## src/rtl/core/utf8sd_pkg.sv

```systemverilog
// shared types, constants and lead byte classification for the utf-8 stream decoder
`default_nettype none
package utf8sd_pkg;

    localparam int CP_W      = 31;
    localparam int MIN_W     = 27;
    localparam int LEFT_W    = 3;
    localparam int QUEUE_DEPTH = 4;
    localparam int QUEUE_AW  = $clog2(QUEUE_DEPTH);
    localparam int QUEUE_CW  = $clog2(QUEUE_DEPTH + 1);

    localparam logic [CP_W-1:0]   REPL_CP  = 31'h0000_FFFD;
    localparam logic [MIN_W-1:0]  MIN_2B   = 27'h000_0080;
    localparam logic [MIN_W-1:0]  MIN_3B   = 27'h000_0800;
    localparam logic [MIN_W-1:0]  MIN_4B   = 27'h001_0000;
    localparam logic [MIN_W-1:0]  MIN_5B   = 27'h020_0000;
    localparam logic [MIN_W-1:0]  MIN_6B   = 27'h400_0000;

    // one decoded result beat
    typedef struct packed {
        logic [CP_W-1:0] cp;
        logic            repl;
        logic            last;
    } t_result;

    // one queue entry: the results caused by one input byte
    typedef struct packed {
        logic    two;
        t_result r0;
        t_result r1;
    } t_entry;

    // queue status seen by front and back
    typedef struct packed {
        logic full;
        logic empty;
    } t_qstat;

    // outcome of a byte handled with no sequence open
    typedef struct packed {
        logic              emit;
        logic              repl;
        logic [CP_W-1:0]   cp;
        logic              opens;
        logic [LEFT_W-1:0] left;
        logic [CP_W-1:0]   partial;
        logic [MIN_W-1:0]  minv;
    } t_lead;

    function automatic t_lead take_lead(input logic [7:0] b);
        t_lead l;
        l = '0;
        case (b) inside
            [8'h00:8'h7F]: begin
                l.emit = 1'b1;
                l.cp   = {{(CP_W-8){1'b0}}, b};
            end
            [8'hC0:8'hDF]: begin
                l.opens   = 1'b1;
                l.left    = 3'd1;
                l.partial = {{(CP_W-5){1'b0}}, b[4:0]};
                l.minv    = MIN_2B;
            end
            [8'hE0:8'hEF]: begin
                l.opens   = 1'b1;
                l.left    = 3'd2;
                l.partial = {{(CP_W-4){1'b0}}, b[3:0]};
                l.minv    = MIN_3B;
            end
            [8'hF0:8'hF7]: begin
                l.opens   = 1'b1;
                l.left    = 3'd3;
                l.partial = {{(CP_W-3){1'b0}}, b[2:0]};
                l.minv    = MIN_4B;
            end
            [8'hF8:8'hFB]: begin
                l.opens   = 1'b1;
                l.left    = 3'd4;
                l.partial = {{(CP_W-2){1'b0}}, b[1:0]};
                l.minv    = MIN_5B;
            end
            [8'hFC:8'hFD]: begin
                l.opens   = 1'b1;
                l.left    = 3'd5;
                l.partial = {{(CP_W-1){1'b0}}, b[0]};
                l.minv    = MIN_6B;
            end
            default: begin
                // stray continuation byte, 0xfe or 0xff
                l.emit = 1'b1;
                l.repl = 1'b1;
                l.cp   = REPL_CP;
            end
        endcase
        return l;
    endfunction

endpackage
`default_nettype wire

```

## src/rtl/core/utf8sd_front.sv

```systemverilog
// front end: accepts bytes, runs the sequence state and forms result entries
`default_nettype none
module utf8sd_front (
    input  wire logic                 i_clk,
    input  wire logic                 i_rst_n,
    input  wire logic                 i_valid,
    output logic                      o_stall,
    input  wire logic [7:0]           i_byte_in,
    input  wire utf8sd_pkg::t_qstat   i_qstat,
    output logic                      o_push,
    output utf8sd_pkg::t_entry        o_entry
);

    logic [utf8sd_pkg::CP_W-1:0]   r_partial, n_partial;
    logic [utf8sd_pkg::LEFT_W-1:0] r_left,    n_left;
    logic [utf8sd_pkg::MIN_W-1:0]  r_min,     n_min;

    logic                          accept;
    utf8sd_pkg::t_lead             lead;
    logic [utf8sd_pkg::CP_W-1:0]   shifted;

    assign o_stall = i_qstat.full;
    assign accept  = i_valid && !i_qstat.full;
    assign lead    = utf8sd_pkg::take_lead(i_byte_in);
    assign shifted = {r_partial[utf8sd_pkg::CP_W-7:0], i_byte_in[5:0]};

    always_comb begin
        n_partial = r_partial;
        n_left    = r_left;
        n_min     = r_min;
        o_push    = 1'b0;
        o_entry   = '0;
        if (accept) begin
            if (r_left == '0) begin
                if (lead.opens) begin
                    n_partial = lead.partial;
                    n_left    = lead.left;
                    n_min     = lead.minv;
                end
                o_push        = lead.emit;
                o_entry.r0.cp   = lead.cp;
                o_entry.r0.repl = lead.repl;
                o_entry.r0.last = 1'b1;
            end else if (i_byte_in[7:6] == 2'b10) begin
                n_partial = shifted;
                n_left    = r_left - 3'd1;
                if (r_left == 3'd1) begin
                    o_push = 1'b1;
                    o_entry.r0.last = 1'b1;
                    // overlong completion
                    if (shifted < {{(utf8sd_pkg::CP_W-utf8sd_pkg::MIN_W){1'b0}}, r_min}) begin
                        o_entry.r0.cp   = utf8sd_pkg::REPL_CP;
                        o_entry.r0.repl = 1'b1;
                    end else begin
                        o_entry.r0.cp   = shifted;
                    end
                end
            end else begin
                // broken sequence: replacement, then the byte again as a lead
                n_left = '0;
                if (lead.opens) begin
                    n_partial = lead.partial;
                    n_left    = lead.left;
                    n_min     = lead.minv;
                end
                o_push          = 1'b1;
                o_entry.two     = lead.emit;
                o_entry.r0.cp   = utf8sd_pkg::REPL_CP;
                o_entry.r0.repl = 1'b1;
                o_entry.r0.last = !lead.emit;
                o_entry.r1.cp   = lead.cp;
                o_entry.r1.repl = lead.repl;
                o_entry.r1.last = 1'b1;
            end
        end
    end

    always_ff @(posedge i_clk) begin
        if (!i_rst_n) begin
            r_partial <= '0;
            r_left    <= '0;
            r_min     <= '0;
        end else begin
            r_partial <= n_partial;
            r_left    <= n_left;
            r_min     <= n_min;
        end
    end

    a_left_range: assert property (@(posedge i_clk) disable iff (!i_rst_n)
        r_left <= 3'd5)
        else $error("continuation count out of range");

    a_push_only_on_accept: assert property (@(posedge i_clk) disable iff (!i_rst_n)
        o_push |-> accept)
        else $error("entry pushed without an accepted byte");

endmodule
`default_nettype wire

```

## src/rtl/core/utf8sd_queue.sv

```systemverilog
// short entry queue between front and back
`default_nettype none
module utf8sd_queue (
    input  wire logic                 i_clk,
    input  wire logic                 i_rst_n,
    input  wire logic                 i_push,
    input  wire utf8sd_pkg::t_entry   i_entry,
    input  wire logic                 i_pop,
    output utf8sd_pkg::t_entry        o_head,
    output utf8sd_pkg::t_qstat        o_qstat
);

    utf8sd_pkg::t_entry                r_mem [utf8sd_pkg::QUEUE_DEPTH];
    logic [utf8sd_pkg::QUEUE_AW-1:0]   r_wr, n_wr;
    logic [utf8sd_pkg::QUEUE_AW-1:0]   r_rd, n_rd;
    logic [utf8sd_pkg::QUEUE_CW-1:0]   r_count, n_count;

    assign o_qstat.full  = (r_count == utf8sd_pkg::QUEUE_CW'(utf8sd_pkg::QUEUE_DEPTH));
    assign o_qstat.empty = (r_count == '0);
    assign o_head        = r_mem[r_rd];

    always_comb begin
        n_wr    = r_wr + (i_push ? 1'b1 : 1'b0);
        n_rd    = r_rd + (i_pop ? 1'b1 : 1'b0);
        n_count = r_count;
        if (i_push && !i_pop) begin
            n_count = r_count + 1'b1;
        end else if (!i_push && i_pop) begin
            n_count = r_count - 1'b1;
        end
    end

    always_ff @(posedge i_clk) begin
        if (i_push) begin
            r_mem[r_wr] <= i_entry;
        end
    end

    always_ff @(posedge i_clk) begin
        if (!i_rst_n) begin
            r_wr    <= '0;
            r_rd    <= '0;
            r_count <= '0;
        end else begin
            r_wr    <= n_wr;
            r_rd    <= n_rd;
            r_count <= n_count;
        end
    end

    a_count_bound: assert property (@(posedge i_clk) disable iff (!i_rst_n)
        r_count <= utf8sd_pkg::QUEUE_CW'(utf8sd_pkg::QUEUE_DEPTH))
        else $error("queue count above depth");

    a_no_push_full: assert property (@(posedge i_clk) disable iff (!i_rst_n)
        o_qstat.full |-> !i_push)
        else $error("push into full queue");

    a_no_pop_empty: assert property (@(posedge i_clk) disable iff (!i_rst_n)
        o_qstat.empty |-> !i_pop)
        else $error("pop from empty queue");

endmodule
`default_nettype wire

```

## src/rtl/core/utf8sd_back.sv

```systemverilog
// back end: drains queue entries one result beat at a time into the output register
`default_nettype none
module utf8sd_back (
    input  wire logic                 i_clk,
    input  wire logic                 i_rst_n,
    input  wire utf8sd_pkg::t_entry   i_head,
    input  wire utf8sd_pkg::t_qstat   i_qstat,
    output logic                      o_pop,
    output logic                      o_valid,
    input  wire logic                 i_stall,
    output utf8sd_pkg::t_result       o_result
);

    logic                 r_valid, n_valid;
    logic                 r_second, n_second;
    utf8sd_pkg::t_result  r_result, n_result;
    logic                 load;

    assign load     = (!r_valid || !i_stall) && !i_qstat.empty;
    assign o_valid  = r_valid;
    assign o_result = r_result;

    always_comb begin
        n_valid  = r_valid && i_stall;
        n_second = r_second;
        n_result = r_result;
        o_pop    = 1'b0;
        if (load) begin
            n_valid = 1'b1;
            if (r_second) begin
                n_result = i_head.r1;
                n_second = 1'b0;
                o_pop    = 1'b1;
            end else begin
                n_result = i_head.r0;
                n_second = i_head.two;
                o_pop    = !i_head.two;
            end
        end
    end

    always_ff @(posedge i_clk) begin
        if (!i_rst_n) begin
            r_valid  <= 1'b0;
            r_second <= 1'b0;
        end else begin
            r_valid  <= n_valid;
            r_second <= n_second;
        end
    end

    always_ff @(posedge i_clk) begin
        r_result <= n_result;
    end

    a_second_has_entry: assert property (@(posedge i_clk) disable iff (!i_rst_n)
        r_second |-> !i_qstat.empty)
        else $error("second result pending with empty queue");

endmodule
`default_nettype wire

```

## src/rtl/core/utf8_stream_decoder.sv

```systemverilog
// top level of the utf-8 to 31-bit code point stream decoder
// usage:
//   input channel: one byte per beat on i_byte_in, i_valid high, o_stall low
//   output channel: one code point per beat, o_valid high, i_stall low
//   each byte gives zero, one or two result beats; o_last_of_run marks the
//   final beat caused by a byte, o_is_replacement marks error substitutes
//   (0xfffd for stray bytes, 0xfe/0xff, broken or overlong sequences)
//   a result is registered first in the queue and then in the output register
//   throughput: one byte per cycle while o_stall is low; each result of a byte
//   takes its own beat in the single output register draining the queue
//   the front decoder and back output stage are parted by a four-entry queue,
//   so bytes keep flowing while the receiver holds a finished result
//   receiver stall: the output beat holds; once the queue fills, o_stall rises
//   reset (i_rst_n low, synchronous): no sequence open, queue empty, o_valid low
`default_nettype none
module utf8_stream_decoder (
    input  wire logic        i_clk,
    input  wire logic        i_rst_n,
    input  wire logic        i_valid,
    output logic             o_stall,
    input  wire logic [7:0]  i_byte_in,
    output logic             o_valid,
    input  wire logic        i_stall,
    output logic [30:0]      o_code_point,
    output logic             o_is_replacement,
    output logic             o_last_of_run
);

    // front to queue
    logic                 push;
    utf8sd_pkg::t_entry   push_entry;
    // queue to back
    logic                 pop;
    utf8sd_pkg::t_entry   head;
    utf8sd_pkg::t_qstat   qstat;
    // output register contents
    utf8sd_pkg::t_result  result;

    // sequence state and per-byte classification
    utf8sd_front u_front (
        .i_clk     (i_clk),
        .i_rst_n   (i_rst_n),
        .i_valid   (i_valid),
        .o_stall   (o_stall),
        .i_byte_in (i_byte_in),
        .i_qstat   (qstat),
        .o_push    (push),
        .o_entry   (push_entry)
    );

    // decouples decoding from the receiver's stalls
    utf8sd_queue u_queue (
        .i_clk   (i_clk),
        .i_rst_n (i_rst_n),
        .i_push  (push),
        .i_entry (push_entry),
        .i_pop   (pop),
        .o_head  (head),
        .o_qstat (qstat)
    );

    // splits two-result entries into beats
    utf8sd_back u_back (
        .i_clk    (i_clk),
        .i_rst_n  (i_rst_n),
        .i_head   (head),
        .i_qstat  (qstat),
        .o_pop    (pop),
        .o_valid  (o_valid),
        .i_stall  (i_stall),
        .o_result (result)
    );

    assign o_code_point     = result.cp;
    assign o_is_replacement = result.repl;
    assign o_last_of_run    = result.last;

endmodule
`default_nettype wire
```

## config.mk

```make
export PLATFORM = sky130hd
export DESIGN_NAME = utf8_stream_decoder
export DESIGN_NICKNAME = d
export VERILOG_FILES = /design/src/rtl/core/utf8sd_pkg.sv /design/src/rtl/core/utf8sd_front.sv /design/src/rtl/core/utf8sd_queue.sv /design/src/rtl/core/utf8sd_back.sv /design/src/rtl/core/utf8_stream_decoder.sv
export SDC_FILE = /design/constraint.sdc
export NUM_CORES = 1
export LEC_CHECK = 0
export BUFFER_PORTS_ARGS = -buffer_cell sky130_fd_sc_hd__clkbuf_2
export CORE_AREA = 2 2 134 136
export DETAILED_ROUTE_END_ITERATION = 10
export DIE_AREA = 0 0 136 138
export MAX_ROUTING_LAYER = met4
export PLACE_DENSITY = 0.76
export SETUP_SLACK_MARGIN = 0.2
export SLEW_MARGIN = 0
export SYNTH_ARGS = -nofsm -noshare
export SYNTH_HDL_FRONTEND = slang
export SYNTH_SLANG_ARGS = --single-unit
```

## constraint.sdc

```tcl
create_clock -name i_clk -period 13.6 [get_ports i_clk]
set_input_delay 4.08 -clock i_clk [delete_from_list [all_inputs] [get_ports i_clk]]
set_output_delay 4.08 -clock i_clk [all_outputs]
set_load 0.03 [all_outputs]
```

==> impl_metrics.csv <==
group,metric,value,unit
status,run_status,"completed",
grt,antenna_found_initial,0,
run,drv_cap,0,
routing,drc,0,
clock_tree,cts_hold_buf,0,
grt,grt_pass1_wl,32.7,mm
clock_tree,cts_buffer_depth,3,
timing,worst_slack,6840,ps
timing,setup_viol,0,
layout,area_growth,12.4,%
critical_path,crit_arrival,6910,ps
placed_design,io_buffers,46,
synthesis,syn_nets,676,
timing,finClkSkew,7.82,ps
synthesis,ys_warn_count,0,
clock_tree,postCtsSetupBuffers,0,
routing,wl_per_cell,21.9,µm
synthesis,syn_avg_cell_area,15.6,µm²
layout,finish.utilization,65.5,%
synthesis,synthTopCellsByArea,"edfxtp_1 (61%), mux4_2 (9.7%), dfxtp_1 (8.2%)",
critical_path,start_kind,"input port",
critical_path,crit_required,13750,ps
floorplan,die_h,138,µm
synthesis,synth-edff-count,209,
clock_tree,tritoncts,"yes",
timing,worst_slew_pin_slew,1190,ps
power,cellPowerDensity,202,nW/µm²
layout,final-instance-count-excl-fill,947,
placed_design,dp_hpwl,12.8,mm
critical_path,setup.worst_path.end_class,"flip-flop",
timing,timing.hold.ws,458,ps
critical_path,critPathMaxFanout,35,
synthesis,yosysTopAreaCellShare,61.5,%
clock_tree,clkSlewWorstSetupHoldPaths,60,ps
timing,finalCriticalPeriod,6760,ps
floorplan,rows,49,
critical_path,crit_type,"input port to flip-flop",
floorplan,die_w,136,µm
grt,grt_overflow,0,
clock_tree,cts-root-buf,"clkbuf_16",
critical_path,reg2reg_depth,7,
routing,drt-vias-per-instance,6.12,
placed_design,pre_cts_ws,6350,ps
routing,drt_iter0_drc,716,
grt,grt_usage,23.5,%
timing,rsz0062_at_grt,"no",
timing,fmax,0.148,GHz
floorplan,io_pins,47,
timing,period_share,49.7,%
clock_tree,htreeDepth,1,
clock_tree,numCtsBuffers,25,
synthesis,yosysSeqAreaShare,69.7,%
timing,hold_viol_final,0,
floorplan,coreArea,17500,µm²
routing,routed_wl,20.7,mm
timing,fin_tns_setup,0,ps
clock_tree,cts_resized,0,
synthesis,syn_area,10200,µm²
synthesis,synth_cells,653,
timing,report.final.slew_viol_count,0,
synthesis,ys.flop_type,"edfxtp_1",
synthesis,yosysTopAreaCell,"edfxtp_1",
min_path,holdPathStages,2,
routing,vias,5792,
placed_design,dp.cells,901,
timing,relSlewSlack,20.8,%
layout,antennaDiodeCount,0,
floorplan,die-area,18800,µm²
synthesis,ys_seq_elements,251,
synthesis,synth_cell_type_count,54,
clock_tree,clk_latency,520,ps
routing,postRouteAntennaNets,0,
grt,grt_pass1_vias,5880,
power,p_leak,4.08,nW
floorplan,start_util,58.2,%
min_path,hp-class,"flip-flop to flip-flop",
power,vdd_drop_max,0.132,mV
grt,grt_start_max_net_pins,45,
routing,dr.pass1.iters,8,
synthesis,async_reset_ff_share,0,%
clock_tree,clock-sinks,251,
layout,final_nets,722,
layout,drive_gt1_share,22.1,%
placed_design,finalWeightedCongestion,0.879,
## final timing paths
path	slack [ps]	end	startpoint
worst max-delay path	6840	u_queue.r_mem[0][7]	i_byte_in[7]
worst min-delay path	460	u_front.r_min[7]	u_front.r_min[7]
worst max register to register	9840	u_queue.r_mem[0][7]	u_front.r_left[0]
worst min register to register	460	u_front.r_min[7]	u_front.r_min[7]
## sequential cells by signal, summed over array words and instances, names as in the netlist
| signal | cells |
|---|---|
| u_back.o_valid | 1 |
| u_queue.r_mem | 176 |
| u_back.r_second | 1 |
| u_queue.r_count | 3 |
| u_queue.r_wr | 2 |
| u_queue.r_rd | 2 |
| u_front.r_partial | 25 |
| u_back.o_result | 33 |
| u_front.r_min | 5 |
| u_front.r_left | 3 |
## cell usage in the layout, fill, tap and decap left out, drive strengths merged, types with 4 or more instances in the layout
cell type / count
a21oi: 25
ha: 10
inv: 15
nor2b: 5
dfxtp: 42
a21o: 10
or4: 4
and3: 6
mux4: 44
clkbuf: 82
nand2: 69
nor3b: 4
nor3: 10
o21a: 5
and2: 30
nand3: 8
a22oi: 20
edfxtp: 209
o21ai: 17
o211a: 4
buf: 9
nor2: 40
clkinv: 7
## cell usage after synthesis, drive strengths merged (2+ instances only)
cell type  instances
or3                2
a221o              3
inv               13
mux2i              2
nor2              40
o211a              4
nor4               3
o21a               5
mux4              44
ha                10
buf               16
or3b               2
and2              30
nor2b              5
or4                4
nor3b              4
xnor2              3
o21ai             17
nor3              10
a211oi             3
and3               6
o211ai             3
a31oi              2
edfxtp           209
nand2b             2
xor2               2
dfxtp             42
a32oi              2
nand2             69
clkbuf            20
nand3              8
a22oi             20
a21oi             25
a21o              10
## worst max-delay path, stage by stage
cell	delay, ps
clkbuf_2	210
nor2b_1	300
a211oi_1	450
a21boi_2	490
nor3b_2	760
buf_4	590
## where the power goes
group	switching, mW	total [mW]	internal [mW]
sequential	0.0401	1.04	1.00
clock	0.277	0.677	0.400
combinational	0.384	0.604	0.220
total	0.702	2.32	1.62
## layout make-up
cell class	count	area [µm²]
clock buffer	36	707
clock inverter	10	106
fill	1241	6060
inverter	14	52.6
multi-input combinational	352	2910
sequential	251	7120
tap	229	287
timing repair buffer	55	298
## layer usage
metal | part of all wire [%] | GRT usage [%] | vias to the layer above
met1 | 42 | 32.5 | 2943
met4 | 1.9 | 5.98 | 0
li1 | - | - | 2592
met2 | 49 | 37.0 | 228
met3 | 6.6 | 3.92 | 29
met5 | 0 | - | -
## metrics by stage
stage                     total power, mW  instance area (µm²)
after global placement               1.65                10700
after global routing                 2.42                11500
after floorplan                      1.50                10200
after CTS                            2.34                11500
after detailed placement             1.66                10700
final                                2.32                11500
## kinds of logic (layout without fill, tap and decap cells)
family	after synthesis	after routing	share of synthesized area [%]
compound gates	102	102	7.28
xor+xnor	5	5	0.429
fa+ha+maj	11	11	1.42
buf+inv	50	115	2.08
flops	251	251	69.7
mux	47	47	10.0
simple gates	187	187	9.08
Note: power is estimated with default switching activity, not from simulation.
